==> config.mk <==
export PLATFORM = sky130hd
export DESIGN_NAME = humidity_temp_frame_decoder_unit_flat
export DESIGN_NICKNAME = d
export VERILOG_FILES = /design/src/design/htfd_pkg.sv /design/src/design/htfd_if.sv /design/src/design/humidity_temp_frame_decoder_unit.sv /design/src/design/htfd_front.sv /design/src/design/htfd_conv.sv /design/src/flat_wrapper.sv
export VERILOG_INCLUDE_DIRS = /design/src /design/src/design
export SDC_FILE = /design/constraint.sdc
export NUM_CORES = 1
export LEC_CHECK = 0
export ABC_AREA = 1
export BUFFER_PORTS_ARGS = -buffer_cell sky130_fd_sc_hd__buf_2
export CAP_MARGIN = 20
export CORE_ASPECT_RATIO = 0.7
export CORE_UTILIZATION = 30
export DETAILED_ROUTE_END_ITERATION = 12
export HOLD_SLACK_MARGIN = 0.15
export SLEW_MARGIN = 5
export SYNTH_ARGS = -nofsm -noshare
export SYNTH_HDL_FRONTEND = slang
export SYNTH_SLANG_ARGS = --single-unit
==> constraint.sdc <==
create_clock -name i_clk -period 12.9 [get_ports i_clk]
set_input_delay 2.58 -clock i_clk [delete_from_list [all_inputs] [get_ports i_clk]]
set_output_delay 2.58 -clock i_clk [all_outputs]
set_load 0.01 [all_outputs]
==> src/design/humidity_temp_frame_decoder_unit_defines.svh <==
// Assertion helpers shared by the decoder modules.
// Each expects i_clk and i_rst_n in the enclosing module.
`ifndef HUMIDITY_TEMP_FRAME_DECODER_UNIT_DEFINES_SVH
`define HUMIDITY_TEMP_FRAME_DECODER_UNIT_DEFINES_SVH

// Same-cycle implication, checked outside reset.
`define HTFD_ASSERT_NOW(label, ante, cons) \
    label: assert property (@(posedge i_clk) disable iff (!i_rst_n) (ante) |-> (cons)) \
        else $error("htfd: same-cycle check failed");

// Next-cycle implication, checked outside reset.
`define HTFD_ASSERT_NEXT(label, ante, cons) \
    label: assert property (@(posedge i_clk) disable iff (!i_rst_n) (ante) |=> (cons)) \
        else $error("htfd: next-cycle check failed");

`endif

==> src/design/htfd_pkg.sv <==
`timescale 1ns / 1ps

package htfd_pkg;

    localparam logic [7:0]  CRC_POLY    = 8'h31;
    localparam logic [7:0]  CRC_INIT    = 8'hFF;
    localparam logic [14:0] TEMP_SPAN   = 15'd17500;
    localparam logic [14:0] HUM_SPAN    = 15'd10000;
    localparam logic [14:0] TEMP_OFFSET = 15'd4500;

    // Byte positions inside one frame
    localparam logic [2:0] POS_T_MSB = 3'd0;
    localparam logic [2:0] POS_T_LSB = 3'd1;
    localparam logic [2:0] POS_T_CRC = 3'd2;
    localparam logic [2:0] POS_H_MSB = 3'd3;
    localparam logic [2:0] POS_H_LSB = 3'd4;
    localparam logic [2:0] POS_H_CRC = 3'd5;

    // Item passed from the frame tracker to the converter
    typedef struct packed {
        logic        emit;     // humidity check byte: produce a result
        logic        good;     // CRC of this word matched
        logic [30:0] prod;     // span * masked raw word
        logic        temp_ok;
        logic [15:0] raw_t;
        logic [15:0] raw_h;
    } t_conv_item;

    function automatic logic [7:0] crc8_byte(input logic [7:0] crc, input logic [7:0] b);
        logic [7:0] c;
        c = crc ^ b;
        for (int k = 0; k < 8; k++) begin
            if (c[7]) begin
                c = {c[6:0], 1'b0} ^ CRC_POLY;
            end else begin
                c = {c[6:0], 1'b0};
            end
        end
        return c;
    endfunction

endpackage

==> src/design/htfd_if.sv <==
`timescale 1ns / 1ps

interface htfd_in_if;
    logic       valid;
    logic       ready;
    logic [7:0] rx_byte;
    logic       frame_start;

    modport source (output valid, rx_byte, frame_start, input ready);
    modport sink (input valid, rx_byte, frame_start, output ready);
endinterface

interface htfd_out_if;
    logic               valid;
    logic               ready;
    logic signed [14:0] temperature_centi;
    logic [13:0]        humidity_centi;
    logic               temperature_ok;
    logic               humidity_ok;
    logic [15:0]        raw_temperature;
    logic [15:0]        raw_humidity;

    modport source (output valid, temperature_centi, humidity_centi, temperature_ok,
                    humidity_ok, raw_temperature, raw_humidity, input ready);
    modport sink (input valid, temperature_centi, humidity_centi, temperature_ok,
                  humidity_ok, raw_temperature, raw_humidity, output ready);
endinterface

==> src/design/humidity_temp_frame_decoder_unit.sv <==
`timescale 1ns / 1ps
// Humidity/temperature sensor frame decoder.
// Input channel i_in carries one frame byte per item (rx_byte) and a
// frame_start flag that forces the byte to be taken as a temperature MSB.
// A frame is temperature MSB, LSB, CRC, then humidity MSB, LSB, CRC; each
// word is checked with CRC-8 (poly 0x31, init 0xFF). A matching word updates
// the held value in hundredths of a degree or of a percent.
// Output channel o_out carries one result per sixth byte: held values, the
// two CRC flags and both raw words of the frame.
// Throughput: one byte per cycle unless a result waits behind a stalled o_out;
// set by the combinational CRC step and the shared constant multiplier. A result
// passes the multiply register, then the divide-and-output register, after the
// edge that accepts the sixth byte.
// When o_out stalls, the result holds in the output register while frame
// bytes keep flowing through the multiply stage; input stalls only once the
// next sixth byte sits in the multiply register behind the waiting result.
// Reset (synchronous, active low) clears the byte position, sets the CRC to
// 0xFF, clears the held values and empties both stages.
module humidity_temp_frame_decoder_unit
    import htfd_pkg::*;
(
    input  logic       i_clk,
    input  logic       i_rst_n,
    htfd_in_if.sink    i_in,
    htfd_out_if.source o_out
);

    logic       a_valid;
    logic       a_ready;
    t_conv_item a_item;

    htfd_front u_front (
        .i_clk     (i_clk),
        .i_rst_n   (i_rst_n),
        .i_in      (i_in),
        .i_a_ready (a_ready),
        .o_a_valid (a_valid),
        .o_a       (a_item)
    );

    htfd_conv u_conv (
        .i_clk     (i_clk),
        .i_rst_n   (i_rst_n),
        .i_a_valid (a_valid),
        .i_a       (a_item),
        .o_a_ready (a_ready),
        .o_out     (o_out)
    );

endmodule

==> src/design/htfd_front.sv <==
`timescale 1ns / 1ps
`include "humidity_temp_frame_decoder_unit_defines.svh"

module htfd_front
    import htfd_pkg::*;
(
    input  logic       i_clk,
    input  logic       i_rst_n,
    htfd_in_if.sink    i_in,
    input  logic       i_a_ready,
    output logic       o_a_valid,
    output t_conv_item o_a
);

    logic [2:0]  r_pos, n_pos;
    logic [7:0]  r_crc, n_crc;
    logic [15:0] r_word, n_word;
    logic [15:0] r_tword, n_tword;
    logic        r_tgood, n_tgood;
    logic        r_a_valid;
    t_conv_item  r_a, n_a;

    logic        accept;
    logic [2:0]  pos_eff;
    logic        good;
    logic [14:0] scale;
    logic [15:0] masked;

    assign i_in.ready = i_a_ready;
    assign accept     = i_in.valid && i_a_ready;
    assign good       = (r_crc == i_in.rx_byte);

    always_comb begin
        if (i_in.frame_start || r_pos > POS_H_CRC) begin
            pos_eff = POS_T_MSB;
        end else begin
            pos_eff = r_pos;
        end
    end

    // One shared constant multiplier; the word buffer is stable at check bytes
    assign scale  = (pos_eff == POS_T_CRC) ? TEMP_SPAN : HUM_SPAN;
    assign masked = {r_word[15:2], 2'b00};

    always_comb begin
        n_pos   = r_pos;
        n_crc   = r_crc;
        n_word  = r_word;
        n_tword = r_tword;
        n_tgood = r_tgood;
        n_a.emit    = 1'b0;
        n_a.good    = good;
        n_a.prod    = 31'(scale) * 31'(masked);
        n_a.temp_ok = r_tgood;
        n_a.raw_t   = r_tword;
        n_a.raw_h   = r_word;
        case (pos_eff)
            POS_T_MSB, POS_H_MSB: begin
                n_crc  = crc8_byte(CRC_INIT, i_in.rx_byte);
                n_word = {i_in.rx_byte, 8'h00};
                n_pos  = pos_eff + 3'd1;
                n_a.good = 1'b0;
            end
            POS_T_LSB, POS_H_LSB: begin
                n_crc  = crc8_byte(r_crc, i_in.rx_byte);
                n_word = {r_word[15:8], i_in.rx_byte};
                n_pos  = pos_eff + 3'd1;
                n_a.good = 1'b0;
            end
            POS_T_CRC: begin
                n_tgood = good;
                n_tword = r_word;
                n_crc   = CRC_INIT;
                n_pos   = POS_H_MSB;
            end
            default: begin
                n_crc    = CRC_INIT;
                n_pos    = POS_T_MSB;
                n_a.emit = 1'b1;
            end
        endcase
    end

    always_ff @(posedge i_clk) begin
        if (!i_rst_n) begin
            r_pos     <= POS_T_MSB;
            r_crc     <= CRC_INIT;
            r_word    <= '0;
            r_tword   <= '0;
            r_tgood   <= 1'b0;
            r_a_valid <= 1'b0;
        end else begin
            if (accept) begin
                r_pos   <= n_pos;
                r_crc   <= n_crc;
                r_word  <= n_word;
                r_tword <= n_tword;
                r_tgood <= n_tgood;
            end
            if (i_a_ready) begin
                r_a_valid <= accept;
            end
        end
    end

    always_ff @(posedge i_clk) begin
        if (accept) begin
            r_a <= n_a;
        end
    end

    assign o_a_valid = r_a_valid;
    assign o_a       = r_a;

    `HTFD_ASSERT_NOW(a_pos_range, 1'b1, r_pos <= POS_H_CRC)
    `HTFD_ASSERT_NEXT(a_start_pos, accept && i_in.frame_start, r_pos == POS_T_LSB)
    `HTFD_ASSERT_NOW(a_emit_pos, r_a_valid && r_a.emit, r_pos == POS_T_MSB && r_crc == CRC_INIT)

endmodule

==> src/design/htfd_conv.sv <==
`timescale 1ns / 1ps
`include "humidity_temp_frame_decoder_unit_defines.svh"

module htfd_conv
    import htfd_pkg::*;
(
    input  logic       i_clk,
    input  logic       i_rst_n,
    input  logic       i_a_valid,
    input  t_conv_item i_a,
    output logic       o_a_ready,
    htfd_out_if.source o_out
);

    logic signed [14:0] r_held_t;
    logic [13:0]        r_held_h;
    logic               r_out_valid;
    logic signed [14:0] r_temp;
    logic [13:0]        r_hum;
    logic               r_tok;
    logic               r_hok;
    logic [15:0]        r_raw_t;
    logic [15:0]        r_raw_h;

    logic               out_free;
    logic               take;
    logic [31:0]        sum;
    logic [15:0]        quot;
    logic [14:0]        tdiff;
    logic signed [14:0] tconv;
    logic [13:0]        hconv;
    logic [13:0]        n_hum;

    assign out_free  = !r_out_valid || o_out.ready;
    assign o_a_ready = !i_a_valid || !i_a.emit || out_free;
    assign take      = i_a_valid && o_a_ready;

    // floor(p / 65535) = (p + (p >> 16) + 1) >> 16 for p below 2^31
    assign sum   = {1'b0, i_a.prod} + {17'd0, i_a.prod[30:16]} + 32'd1;
    assign quot  = sum[31:16];
    assign tdiff = quot[14:0] - TEMP_OFFSET;
    assign tconv = $signed(tdiff);
    assign hconv = quot[13:0];
    assign n_hum = i_a.good ? hconv : r_held_h;

    always_ff @(posedge i_clk) begin
        if (!i_rst_n) begin
            r_held_t    <= '0;
            r_held_h    <= '0;
            r_out_valid <= 1'b0;
        end else begin
            if (take && !i_a.emit && i_a.good) begin
                r_held_t <= tconv;
            end
            if (take && i_a.emit) begin
                r_held_h <= n_hum;
            end
            if (out_free) begin
                r_out_valid <= take && i_a.emit;
            end
        end
    end

    always_ff @(posedge i_clk) begin
        if (take && i_a.emit) begin
            r_temp  <= r_held_t;
            r_hum   <= n_hum;
            r_tok   <= i_a.temp_ok;
            r_hok   <= i_a.good;
            r_raw_t <= i_a.raw_t;
            r_raw_h <= i_a.raw_h;
        end
    end

    assign o_out.valid             = r_out_valid;
    assign o_out.temperature_centi = r_temp;
    assign o_out.humidity_centi    = r_hum;
    assign o_out.temperature_ok    = r_tok;
    assign o_out.humidity_ok       = r_hok;
    assign o_out.raw_temperature   = r_raw_t;
    assign o_out.raw_humidity      = r_raw_h;

    `HTFD_ASSERT_NOW(a_hum_range, 1'b1, r_held_h <= 14'd9999)
    `HTFD_ASSERT_NOW(a_temp_range, 1'b1, r_held_t >= -15'sd4500 && r_held_t <= 15'sd12999)
    `HTFD_ASSERT_NOW(a_stall_cause, i_a_valid && !o_a_ready, r_out_valid && !o_out.ready)

endmodule

==> src/flat_wrapper.sv <==
// flat-port wrapper written by rule: the top's interface ports become plain ports
module humidity_temp_frame_decoder_unit_flat import htfd_pkg::*;
  (i_clk, i_rst_n, i_in_valid, i_in_rx_byte, i_in_frame_start, i_in_ready, o_out_valid, o_out_temperature_centi, o_out_humidity_centi, o_out_temperature_ok, o_out_humidity_ok, o_out_raw_temperature, o_out_raw_humidity, o_out_ready);
  htfd_in_if i_in_i ();
  htfd_out_if o_out_i ();
  input  logic i_clk;
  input  logic i_rst_n;
  input wire logic [$bits(i_in_i.valid)-1:0] i_in_valid;
  input wire logic [$bits(i_in_i.rx_byte)-1:0] i_in_rx_byte;
  input wire logic [$bits(i_in_i.frame_start)-1:0] i_in_frame_start;
  output wire logic [$bits(i_in_i.ready)-1:0] i_in_ready;
  output wire logic [$bits(o_out_i.valid)-1:0] o_out_valid;
  output wire logic [$bits(o_out_i.temperature_centi)-1:0] o_out_temperature_centi;
  output wire logic [$bits(o_out_i.humidity_centi)-1:0] o_out_humidity_centi;
  output wire logic [$bits(o_out_i.temperature_ok)-1:0] o_out_temperature_ok;
  output wire logic [$bits(o_out_i.humidity_ok)-1:0] o_out_humidity_ok;
  output wire logic [$bits(o_out_i.raw_temperature)-1:0] o_out_raw_temperature;
  output wire logic [$bits(o_out_i.raw_humidity)-1:0] o_out_raw_humidity;
  input wire logic [$bits(o_out_i.ready)-1:0] o_out_ready;
  assign i_in_i.valid = i_in_valid;
  assign i_in_i.rx_byte = i_in_rx_byte;
  assign i_in_i.frame_start = i_in_frame_start;
  assign i_in_ready = i_in_i.ready;
  assign o_out_valid = o_out_i.valid;
  assign o_out_temperature_centi = o_out_i.temperature_centi;
  assign o_out_humidity_centi = o_out_i.humidity_centi;
  assign o_out_temperature_ok = o_out_i.temperature_ok;
  assign o_out_humidity_ok = o_out_i.humidity_ok;
  assign o_out_raw_temperature = o_out_i.raw_temperature;
  assign o_out_raw_humidity = o_out_i.raw_humidity;
  assign o_out_i.ready = o_out_ready;
  humidity_temp_frame_decoder_unit u_core (.i_clk(i_clk), .i_rst_n(i_rst_n), .i_in(i_in_i), .o_out(o_out_i));
endmodule
== Word-level counts from Yosys, hierarchy flattened ==
Index checks and enable logic that the tools add are counted.

* Add/subtract/negate cells: 4
* Multiply operators: 1
* Order comparisons: 1
* Eq/ne operators: 5
* Mux-type cells: 37
* Bitwise operators: 19
* Reductions and logical operators: 21

{| class="wikitable"
|+ Operators by type and width
! cell !! count
|-
| $mux 8 || 14
|-
| $mux 6 || 16
|-
| $not 3->3 || 16
|-
| $pmux 16 s2 || 1
|-
| $add 31x1->31 const B || 1
|-
| $add 31x15->31 || 1
|-
| $mul 15x14->29 || 1
|-
| $pmux 8 s2 || 1
|-
| $mux 15 || 1
|-
| $sub 15x13->15 const B || 1
|-
| $mux 14 || 1
|-
| $eq 8x8->1 || 1
|-
| $not 8->8 || 1
|-
| $xor 8x8->8 || 1
|-
| $eq 3x2->1 const B || 2
|-
| $pmux 3 s2 || 1
|-
| $logic_and 1x1->1 || 5
|-
| $reduce_or 5->1 || 1
|-
| $logic_or 1x1->1 || 4
|-
| $reduce_and 2->1 || 2
|-
| $reduce_or 2->1 || 2
|-
| $reduce_or 4->1 || 1
|-
| $add 3x1->3 const B || 1
|-
| $eq 3x1->1 const B || 1
|-
| other kinds (9) || 11
|}

* Register bits after elaboration: 202
* Bits of input ports: 13
* Output and inout bits: 65
* Word-level logic and storage cells: 110

== Longest topological paths before layout ==
* Depth in word-level cells: 27
* Gate-level depth with buffers: 29
* Gate-level depth less buffers: 28

== By module ==
Synthesis repeated with hierarchy kept, for this count alone.

* Cells, all modules: 1571
* Area total of the unflattened synthesis: 14054.7 µm²

{| class="wikitable"
|+ Modules (own cells, without submodules)
! module !! times used !! cells an instance !! area an instance (µm²) !! seq. area each (µm²)
|-
| htfd_front || 1 || 964 || 9143.8 || 2762.6
|-
| htfd_conv || 1 || 607 || 4911.0 || 2492.4
|}

== Worst setup path before layout ==
No wires, ideal clock.

* Path kind: input-to-reg
* Start: input port i_in_frame_start
* End: register u_core.u_front.r_a, in the netlist u_core.u_front.o_a[57] (data pin)
* Setup time: 0.252 ns
* Data arrival time: 7.907 ns
* Data required time: 12.648 ns
* Path slack: 4.741 ns
* Cell stages on the path: 29
* Buffers on the path: 1
* Cell sequence: a21oi_1 > nand2_1 > inv_1 > ha_1 > nand2_1 > inv_1 > clkbuf_1 > nor2_1 > ha_1 > inv_1 > fa_1 > inv_1 > fa_1 > inv_1 > fa_1 > fa_1 > inv_1 > ha_1 > ha_1 > a21oi_1 > inv_1 > a21oi_1 > o21ai_2 > a21oi_1 > o21ai_0 > a21oi_1 > inv_1 > nand2_1 > nand2_1

{| class="wikitable"
|+ RTL lines
! item !! line !! source
|-
| start, declared || flat_wrapper.sv:10 || <nowiki>input wire logic [$bits(i_in_i.frame_start)-1:0] i_in_frame_start;</nowiki>
|-
| end signal, assigned || htfd_front.sv:108 || <nowiki>r_a <= n_a;</nowiki>
|-
| end, declared || htfd_front.sv:21 || <nowiki>t_conv_item r_a, n_a;</nowiki>
|}

==> metrics.txt <==
setup bufs post-CTS=0; Reg area=5260 µm²; clk_skew=12.4 ps; Core Box Area=43600 µm²; max-slew violation count=0; DRC Markers=0; share of layout cells above drive strength 1=0.112; met3 GRT Util=0.0307; met1 Resource Use GR=0.220; nets=1736; Routed WL per cell=14.9 µm; met2 GRT Util=0.206; buffer depth of the longest clock path=2; area share of fa/ha/maj cells after synthesis=0.235; DR vias/cell=around 4.6; fmax=0.111 GHz; Post-DP HPWL=between 20 and 30 mm; cells after synthesis=1430; Startpoint Class=input port; Netlist cell types=47; Clock transition at path regs=around 70 ps; die area=roughly 45000 µm²; Fillers=4461; Post-Syn Area=about 13000 µm²; Post-synth EDFFs=125; worst hold path class=flip-flop to flip-flop; first-pass GRT wire length=slightly above 50 mm; # rows=64; most frequent cells after synthesis=inv_1 (253), nand2_1 (212), nor2_1 (137); CTS tree=built; Area growth syn-to-layout=12.7%; Worst Max-Slew Pin Slew=922 ps; CTS root buffer=clkbuf_16; Overflow after GRT=0; Seq/Total Area, Yosys=0.396; setup_tns=0 ps; most common cell in the netlist=inv_1; pwr/cell area=159 nW/µm²; Synth warnings=0; relative slew slack=0.385; Hold Buf Count CTS=0; top cell type's share of synthesized area=0.283; vias in the first global route=9428; Placed Cells=2093; total power=2.38 mW; Die Y=178 µm; Max-cap violations=0; Period minus WS final=9000 ps; Final Instance Count excl. Fillers=around 2100; Leakage=7.03 nW; Synth Area in Simple Gates=0.157; Final ANT Viol Nets=0; ANT cells=0; drt first pass iters=5; First DRT Iteration DRCs=about 700; crit path max fanout=21; gr usage total=0.145; total wire length=between 30 and 40 mm; multi-input logic area=roughly 7000 µm²; IO buf count=between 70 and 80; post-synthesis mux area share=0; Yosys reg bits=200; CP Data Arrival Time=~9200 ps; # H-tree levels=4; Setup crit end kind=flip-flop; Peak VDD IR=0.109 mV; cell taking the most area after synthesis=edfxtp_1; PostCTS Resize Cnt=0; ys flop type=edfxtp_1; detailed-route via count=about 9700; # IOs=slightly below 80; largest family of logic cells by synthesized area=adder cells; Avg Inst Size Synth=9.27 µm²; FF-to-FF setup slack=5790 ps; Sink Count=200; Final Cycle Share=0.698; Initial Utilization=0.304; largest net degree at the start of global routing=72; global-route layer with the greatest usage=met1; CP Class=input port to flip-flop; Inserted Clock Buffers=17; Final setup violation count=0; complex-gate fraction of the synthesized area=0.0858; XOR/XNOR Fraction of Synth Area=0.0434; initial antenna violation count=0; gpl congestion=between 0.9 and 1; Synth area leaders=edfxtp_1 (28%), ha_1 (12%), dfxtp_1 (11%); Hold Vio Cnt, Final=0; Skew-Pair Late Insertion Delay=450 ps; asr flop ratio synth=0; Worst Path Required=13100 ps; Die X=253 µm; status=completed; unrepaired setup endpoints after global routing=no
placed cells by master (no fill, tap or decap), types with 7 or more instances in the layout:
cell       instances
nand4_1            7
edfxtp_1         125
fa_1              73
nor2_4             7
xnor2_1           28
xor2_1            34
nand2_1          212
conb_1            14
nor3_1            10
a211oi_1          22
clkbuf_16         17
buf_4              7
dfxtp_1           75
nand2_2           14
o21ai_0           79
nand2_4            7
nand3_1           45
nor2_1           134
buf_2             77
inv_1            253
ha_1             132
a21oi_1           72
final cells by class:
cell class	instances	area share
Timing Repair Buffer	84	0.0293
Inverter	261	0.0656
Multi-Input combinational cell	954	0.467
Tap cell	594	0.0497
Clock buffer	19	0.0290
Sequential cell	200	0.352
Clock inverter	13	0.00795
routing by layer:
layer	vias up	share of wire	wire length, µm
met5	-	0	0
met4	0	0.011	362
met3	28	0.063	1990
met2	244	0.41	12900
met1	4668	0.52	16500
li1	4801	-	-
flip-flops by register name, indices dropped and copies added (netlist names), 3 cells and up:
signal	flops
u_core.u_front.r_tword	16
u_core.u_conv.o_out.humidity_centi	14
u_core.u_conv.o_out.raw_humidity	16
u_core.u_conv.r_held_t	15
u_core.u_conv.o_out.raw_temperature	16
u_core.u_conv.o_out.temperature_centi	15
u_core.u_front.r_crc	8
u_core.u_front.o_a	62
u_core.u_front.r_pos	3
u_core.u_conv.r_held_h	14
u_core.u_front.r_word	16
stage by stage:
stage,util,instance area (µm²),hold slack [ps],setup slack [ps]
detailed placement,0.330,14400,405,3570
CTS,0.342,14900,421,4030
global route,0.342,14900,423,3540
global placement,0.330,14400,404,3820
finish,0.342,14900,418,3900
floorplan,-,13300,400,4740
critical path: stages:
cell	delay [ps]
buf_2	100
a21oi_1	210
nand2_1	150
ha_1	220
nand2_1	550
inv_1	480
nor2_1	360
ha_1	330
fa_1	510
inv_1	50
fa_1	480
inv_1	60
fa_1	510
fa_1	540
inv_1	50
fa_1	500
inv_1	40
ha_1	340
a21oi_1	250
inv_1	70
a21oi_1	160
o221ai_1	170
a21o_1	220
a21oi_1	160
xnor2_1	90
cell families after synthesis:
family | Yosys count
compound gates | 203
xor+xnor | 64
fa+ha+maj | 205
buf+inv | 288
flops | 200
other cells | 2
simple gates | 468
power by group:
part / switching [mW] / internal [mW] / total, mW
clock network: 0.255 / 0.253 / 0.508
registers: 0.0691 / 0.761 / 0.830
logic: 0.681 / 0.358 / 1.04
path summary, 6_finish.rpt:
kind                      startpoint                                     end  depth (start not counted)
max                 i_in_frame_start                  u_core.u_front.o_a[58]                         25
min           u_core.u_front.o_a[19]  u_core.u_conv.o_out.raw_temperature[3]                          0
max reg2reg  u_core.u_front.r_pos[2]                  u_core.u_front.o_a[58]                         24
min reg2reg   u_core.u_front.o_a[19]  u_core.u_conv.o_out.raw_temperature[3]                          0
Power figures use the tool's default switching activity.
